**src/hdl/cbf_pkg.sv**
```systemverilog
// Package for the comment blanking filter: character codes, scan mode type,
// queue word types and the single-byte scan function.
// No dependencies.
package cbf_pkg;

    localparam logic [7:0] CH_QUOTE  = 8'h22;
    localparam logic [7:0] CH_BSLASH = 8'h5C;
    localparam logic [7:0] CH_SLASH  = 8'h2F;
    localparam logic [7:0] CH_STAR   = 8'h2A;
    localparam logic [7:0] CH_LF     = 8'h0A;
    localparam logic [7:0] CH_CR     = 8'h0D;
    localparam logic [7:0] CH_SPACE  = 8'h20;

    // Output queue depth and its count width
    localparam int CBF_QDEPTH = 4;
    localparam int CBF_QCW    = $clog2(CBF_QDEPTH + 1);

    typedef enum logic [1:0] {
        MODE_NORMAL,
        MODE_STRING,
        MODE_BLOCK,
        MODE_LINE
    } t_mode;

    typedef struct packed {
        logic [7:0] data;
        logic       fin;
    } t_word;

    // Words produced by one accepted input byte, in stream order
    typedef struct packed {
        logic [1:0] cnt;
        t_word      w0;
        t_word      w1;
    } t_push;

    typedef struct packed {
        t_mode      mode;
        logic       pair;
        logic [7:0] o0;
    } t_scan;

    // Scan byte c with optional lookahead nx. A pair always emits two spaces.
    function automatic t_scan scan_one(t_mode mode, logic [7:0] prev, logic [7:0] c,
                                       logic has_next, logic [7:0] nx);
        t_scan r;
        t_mode m;
        r.mode = mode;
        r.pair = 1'b0;
        r.o0   = c;
        m      = mode;
        unique case (mode)
            MODE_NORMAL, MODE_STRING: begin
                if (c == CH_QUOTE && prev != CH_BSLASH) begin
                    m = (mode == MODE_NORMAL) ? MODE_STRING : MODE_NORMAL;
                end
                r.mode = m;
                if (m == MODE_NORMAL && c == CH_SLASH && has_next &&
                    (nx == CH_STAR || nx == CH_SLASH)) begin
                    r.mode = (nx == CH_STAR) ? MODE_BLOCK : MODE_LINE;
                    r.pair = 1'b1;
                    r.o0   = CH_SPACE;
                end
            end
            MODE_BLOCK: begin
                if (c == CH_STAR && has_next && nx == CH_SLASH) begin
                    r.mode = MODE_NORMAL;
                    r.pair = 1'b1;
                    r.o0   = CH_SPACE;
                end else begin
                    r.o0 = (c == CH_LF || c == CH_CR) ? c : CH_SPACE;
                end
            end
            MODE_LINE: begin
                if (c == CH_LF || c == CH_CR) begin
                    r.mode = MODE_NORMAL;
                end else begin
                    r.o0 = CH_SPACE;
                end
            end
            default: begin
                r.mode = MODE_NORMAL;
            end
        endcase
        return r;
    endfunction

endpackage

```
**src/hdl/cbf_scan.sv**
```systemverilog
// Scanner for the comment blanking filter: mode, lookahead byte and the
// previous output byte, updated once per accepted input word.
// Depends on cbf_pkg.
module cbf_scan (
    input  logic           i_clk,
    input  logic           i_rst_n,
    input  logic           i_accept,
    input  logic [7:0]     i_in_byte,
    input  logic           i_is_final,
    output cbf_pkg::t_push o_push
);
    import cbf_pkg::*;

    t_mode      r_mode, n_mode;
    logic [7:0] r_held, n_held;
    logic       r_held_valid, n_held_valid;
    logic [7:0] r_before, n_before;

    t_scan s_held, s_tail, s_lone;

    always_comb begin
        s_held = scan_one(r_mode, r_before, r_held, 1'b1, i_in_byte);
        s_tail = scan_one(s_held.mode, s_held.o0, i_in_byte, 1'b0, 8'h00);
        s_lone = scan_one(r_mode, r_before, i_in_byte, 1'b0, 8'h00);

        n_mode       = r_mode;
        n_held       = r_held;
        n_held_valid = r_held_valid;
        n_before     = r_before;
        o_push       = '0;

        if (i_accept) begin
            if (r_held_valid) begin
                n_mode       = s_held.mode;
                n_held       = '0;
                n_held_valid = 1'b0;
                if (s_held.pair) begin
                    o_push.cnt = 2'd2;
                    o_push.w0  = '{data: CH_SPACE, fin: 1'b0};
                    o_push.w1  = '{data: CH_SPACE, fin: i_is_final};
                    n_before   = CH_SPACE;
                end else begin
                    o_push.w0 = '{data: s_held.o0, fin: 1'b0};
                    n_before  = s_held.o0;
                    if (i_is_final) begin
                        // flush the new byte too, without lookahead
                        o_push.cnt = 2'd2;
                        o_push.w1  = '{data: s_tail.o0, fin: 1'b1};
                    end else begin
                        o_push.cnt   = 2'd1;
                        n_held       = i_in_byte;
                        n_held_valid = 1'b1;
                    end
                end
            end else if (i_is_final) begin
                o_push.cnt = 2'd1;
                o_push.w0  = '{data: s_lone.o0, fin: 1'b1};
            end else begin
                n_held       = i_in_byte;
                n_held_valid = 1'b1;
            end

            // end of buffer: back to the reset state
            if (i_is_final) begin
                n_mode       = MODE_NORMAL;
                n_held       = '0;
                n_held_valid = 1'b0;
                n_before     = '0;
            end
        end
    end

    always_ff @(posedge i_clk) begin
        if (!i_rst_n) begin
            r_mode       <= MODE_NORMAL;
            r_held       <= '0;
            r_held_valid <= 1'b0;
            r_before     <= '0;
        end else begin
            r_mode       <= n_mode;
            r_held       <= n_held;
            r_held_valid <= n_held_valid;
            r_before     <= n_before;
        end
    end

endmodule

```
**src/hdl/cbf_outq.sv**
```systemverilog
// Output queue for the comment blanking filter: a shifting register queue
// that takes up to two words a cycle and presents its head on the port.
// Depends on cbf_pkg.
module cbf_outq (
    input  logic                        i_clk,
    input  logic                        i_rst_n,
    input  cbf_pkg::t_push              i_push,
    output logic [cbf_pkg::CBF_QCW-1:0] o_count,
    output logic                        o_valid,
    input  logic                        i_ready,
    output cbf_pkg::t_word              o_head
);
    import cbf_pkg::*;

    t_word              r_q [CBF_QDEPTH];
    t_word              n_q [CBF_QDEPTH];
    logic [CBF_QCW-1:0] r_cnt, n_cnt;
    logic               pop;
    logic [CBF_QCW-1:0] base;

    assign pop     = (r_cnt != '0) && i_ready;
    assign base    = r_cnt - CBF_QCW'(pop);
    assign o_count = r_cnt;
    assign o_valid = (r_cnt != '0);
    assign o_head  = r_q[0];

    always_comb begin
        for (int i = 0; i < CBF_QDEPTH; i++) begin
            n_q[i] = r_q[i];
            // advance toward the head on a pop
            if (pop && i < CBF_QDEPTH - 1) begin
                n_q[i] = r_q[i+1];
            end
            if (i_push.cnt != 2'd0 && CBF_QCW'(i) == base) begin
                n_q[i] = i_push.w0;
            end
            if (i_push.cnt == 2'd2 && CBF_QCW'(i) == base + CBF_QCW'(1)) begin
                n_q[i] = i_push.w1;
            end
        end
        n_cnt = base + CBF_QCW'(i_push.cnt);
    end

    always_ff @(posedge i_clk) begin
        r_q <= n_q;
    end

    always_ff @(posedge i_clk) begin
        if (!i_rst_n) begin
            r_cnt <= '0;
        end else begin
            r_cnt <= n_cnt;
        end
    end

endmodule

```
**src/hdl/comment_blanking_filter.sv**
```systemverilog
// A byte's word is pushed into the output queue when the next byte is
//   accepted (one byte of lookahead); a final byte flushes when accepted.
// Throughput: one byte per cycle; ready stays low only while the four-word
//   output queue holds three or more words, which needs output stalls.
// Reset (synchronous, active low) clears the scan mode, the lookahead byte
//   and the output queue.
module comment_blanking_filter (
    input  logic       i_clk,
    input  logic       i_rst_n,
    input  logic       i_valid,
    output logic       o_ready,
    input  logic [7:0] i_in_byte,
    input  logic       i_is_final,
    output logic       o_valid,
    input  logic       i_ready,
    output logic [7:0] o_out_byte,
    output logic       o_out_final
);
    import cbf_pkg::*;

    t_push              push;
    t_word              head;
    logic [CBF_QCW-1:0] q_count;
    logic               accept;

    // room for two words, the most one byte can produce
    assign o_ready = (q_count <= CBF_QCW'(CBF_QDEPTH - 2));
    assign accept  = i_valid && o_ready;

    cbf_scan u_scan (
        .i_clk      (i_clk),
        .i_rst_n    (i_rst_n),
        .i_accept   (accept),
        .i_in_byte  (i_in_byte),
        .i_is_final (i_is_final),
        .o_push     (push)
    );

    cbf_outq u_outq (
        .i_clk   (i_clk),
        .i_rst_n (i_rst_n),
        .i_push  (push),
        .o_count (q_count),
        .o_valid (o_valid),
        .i_ready (i_ready),
        .o_head  (head)
    );

    assign o_out_byte  = head.data;
    assign o_out_final = head.fin;

endmodule

```
**config.mk**
```make
export PLATFORM = sky130hd
export DESIGN_NAME = comment_blanking_filter
export DESIGN_NICKNAME = d
export VERILOG_FILES = /design/src/hdl/cbf_pkg.sv /design/src/hdl/cbf_scan.sv /design/src/hdl/cbf_outq.sv /design/src/hdl/comment_blanking_filter.sv
export SDC_FILE = /design/constraint.sdc
export NUM_CORES = 1
export LEC_CHECK = 0
export BUFFER_PORTS_ARGS = -buffer_cell sky130_fd_sc_hd__clkbuf_2
export CORE_UTILIZATION = 45
export DETAILED_ROUTE_END_ITERATION = 7
export PLACE_DENSITY = 0.7
export SLEW_MARGIN = 5
export SYNTH_ARGS = -nofsm -noshare
export SYNTH_HDL_FRONTEND = slang
export SYNTH_SLANG_ARGS = --single-unit
```
**constraint.sdc**
```tcl
create_clock -name i_clk -period 3 [get_ports i_clk]
set_input_delay 0.15 -clock i_clk [delete_from_list [all_inputs] [get_ports i_clk]]
set_output_delay 0.15 -clock i_clk [all_outputs]
set_load 0.01 [all_outputs]
```
==> metrics.txt <==
first-pass GRT wire length 13.03 mm; total die area 8048 um^2; Hold Path Cell Cnt 2; Port-buffer cells 23; power density over the cells 919.9 nW/um^2; Via density 5.940; # diodes 0; Max Clk Rate 0.3449 GHz; R2R Path End u_outq.r_q[19]$_DFFE_PP_; Hold Path Class in -> reg; Relative slew margins 52.37%; WL/cell 16.87 um; Post-synth EDFFs 36; Clock Tree Buf Depth 2; FF+latch count, synth 58; count of final hold-check violations 0; delay-heaviest family, CP simple AND/OR/NAND/NOR gates; Leak Pwr 1.417 nW; core area 7331 um^2; nets 382; most frequent cells in the layout edfxtp_1 (36), nor2_1 (27), clkbuf_2 (23), a211oi_1 (22), buf_4 (22); WP data arrival 3.00 ns; Distinct cells, synth 63; register area share after synthesis 43.95%; CP max FO 8; crit-path cells or3_4 -> nand2_4 -> inv_1 -> ha_1 -> ha_2 -> xor2_2 -> inv_2 -> ha_4 -> inv_2 -> or3_4 -> a21oi_4 -> buf_12 -> a211oi_1 -> a31o_2; Clk pin slew, worst setup/hold paths 0.07 ns; Final GP Congestion 0.8808; Reg2Reg Setup Slack 0.10 ns; largest net degree at the start of global routing 18; vias in the first global route 2644; hold path startpoint i_rst_n; Hold Slack 0.07176 ns; measured slew at the worst slew-check pin 0.7145 ns; FF-to-FF Start u_outq.o_count[2]$_SDFF_PN0_; antenna violations before repair 0; crit end category flop; CP bufs+invs 4; average size of a mapped cell 10.37 um^2; Die Ht 89.71 um; Worst setup SP type flop; Tot GR Track Use 20.47%; GR Overflow Total 0; CTS Root Cell clkbuf_8; dpl hpwl 5.797 mm; Filler Cell Count 630; final critical-path required period 2.899 ns; Initial Utilization 47.23%; DRT iter0 DRCs 126; cts hold-fix bufs 0; CTS tree done; I/O pin count 24; Cells after Synth 334; R2R depth 14; share of layout cells above drive strength 1 28.73%; DRT Wirelength 7.894 mm; Final Setup Violations 0; Post-Syn Nets 352; Final period util 96.65%; run status finished clean; fin. max-slew vios 0; WP data required 3.11 ns; Initial DRT Pass Iterations 5; Synth async-reset ratio 0%; Area Overhead vs Synth 16.12%; CTS buffer count 9; Primary FF master, synth edfxtp_1; Post-Synthesis Cell Area 3462 um^2; setup_tns 0 ns; num rows 31; Crit Path Class reg -> reg; endpoint with the worst hold slack u_scan.r_mode[1]$_SDFFE_PN0P_; post-route ant nets 0; Vias 2780; Chip Width 89.71 um; Yosys warning count 0; peak supply drop 385.8 uV; clk sinks 58; Worst Clk Skew 0.01331 ns; clock latency on the worst-skew pair 0.36 ns; CP max-delay cell or3_4; commonest non-fill, non-tap cell in the layout edfxtp_1; H-tree depth 3; Residual DRC 0; largest stage delay on the critical path 0.40 ns; max cap viols 0
-- cells in the mapped netlist, types with 3 or more instances --
cell	count	area [um^2]
edfxtp_1	36	1081
nor2_1	27	101.4
a211oi_1	22	165.2
dfxtp_1	22	440.4
a21oi_1	19	95.09
nand2_1	14	52.55
a22o_1	13	113.9
a31o_2	11	96.34
inv_1	11	41.29
nand3_1	11	55.05
buf_4	10	75.07
nor3_1	10	50.05
nor2b_1	9	56.30
and2_1	8	50.05
mux2i_1	8	80.08
buf_2	7	35.03
clkbuf_1	7	26.28
o21ai_0	7	35.03
a31o_1	5	43.79
a21o_1	4	30.03
a22oi_1	4	30.03
a32oi_1	4	35.03
ha_1	4	50.05
or3_1	4	25.02
a21oi_2	3	26.28
and3_1	3	18.77
buf_6	3	33.78
o211ai_1	3	22.52
o2bb2ai_1	3	26.28
-- layout make-up --
| type | instances | area, um^2 | share of cell area, % |
|---|---|---|---|
| inverters | 12 | 45.04 | 1.120 |
| well taps | 99 | 123.9 | 3.081 |
| multi-input cells | 237 | 1802 | 44.82 |
| clock buffers | 9 | 123.9 | 3.081 |
| clock inverters | 7 | 102.6 | 2.552 |
| flip-flops and latches | 58 | 1523 | 37.88 |
| repair buffers | 46 | 300.3 | 7.470 |
-- registers in the layout, summed over array words and instances, names as in the netlist --
signal / flops
u_scan.r_mode: 2
u_outq.o_head: 9
u_scan.r_held: 8
u_scan.r_held_valid: 1
u_outq.r_q: 27
u_outq.o_count: 3
u_scan.r_before: 8
-- cells by family (layout without fill, tap and decap cells) --
| family | after synthesis | in the layout | share of synthesized area, % |
|---|---|---|---|
| AO/OA/AOI/OAI | 115 | 115 | 27.39 |
| AND/OR/NAND/NOR | 105 | 105 | 17.02 |
| flip-flops | 58 | 58 | 43.95 |
| buffers and inverters | 39 | 74 | 6.216 |
| multiplexers | 9 | 9 | 2.638 |
| adder cells (fa/ha/maj) | 5 | 5 | 2.024 |
| XOR/XNOR | 3 | 3 | 0.7591 |
-- power by group --
part           switching (W)  internal (W)  leakage (nW)
combinational       0.000908      0.000694         0.791
sequential         0.0000725       0.00120         0.516
clock               0.000353      0.000474         0.110
total                0.00133       0.00236          1.42
-- worst max path at each step --
stage,startpoint,end,slack (ns),cells after the start
CTS,u_outq.o_count[1]$_SDFF_PN0_,u_outq.r_q[19]$_DFFE_PP_,0.01,14
detailed placement,u_outq.o_count[1]$_SDFF_PN0_,u_outq.r_q[19]$_DFFE_PP_,-0.03,14
global route,u_outq.o_count[2]$_SDFF_PN0_,u_outq.r_q[0]$_DFFE_PP_,-0.009,12
global placement,u_outq.o_count[1]$_SDFF_PN0_,u_outq.r_q[21]$_DFFE_PP_,0.08,14
floorplan,u_outq.o_count[1]$_SDFF_PN0_,u_outq.r_q[18]$_DFFE_PP_,0.007,13
finish,u_outq.o_count[2]$_SDFF_PN0_,u_outq.r_q[19]$_DFFE_PP_,0.10,14
-- metrics by stage --
| step | instances | setup WS [ns] | cell area, um^2 | util [%] | power (W) |
|---|---|---|---|---|---|
| final | 468 | 0.1006 | 4020 | 54.84 | 0.003698 |
| after global routing | 468 | -0.009007 | 4020 | 54.84 | 0.003923 |
| after CTS | 466 | 0.009881 | 3990 | 54.43 | 0.003632 |
| after detailed placement | 446 | -0.02700 | 3731 | 50.90 | 0.002778 |
| after global placement | 446 | 0.08469 | 3731 | 50.90 | 0.002714 |
| after floorplan | 334 | 0.006709 | 3520 | - | 0.002409 |
-- repair_timing --
item	in CTS	in global routing
endpoints found under the setup margin	4	34
buffers inserted	4	2
resized for setup	1	4
pin swaps	1	5
-- metal layers --
metal	global-route usage [%]	vias to the layer above	wire length, um
met1	27.30	1311	3837
met4	10.25	0	158
met5	0	-	0
met2	31.35	100	3564
li1	-	1352	-
met3	4.399	17	333
(Power assumes the default switching activity.)
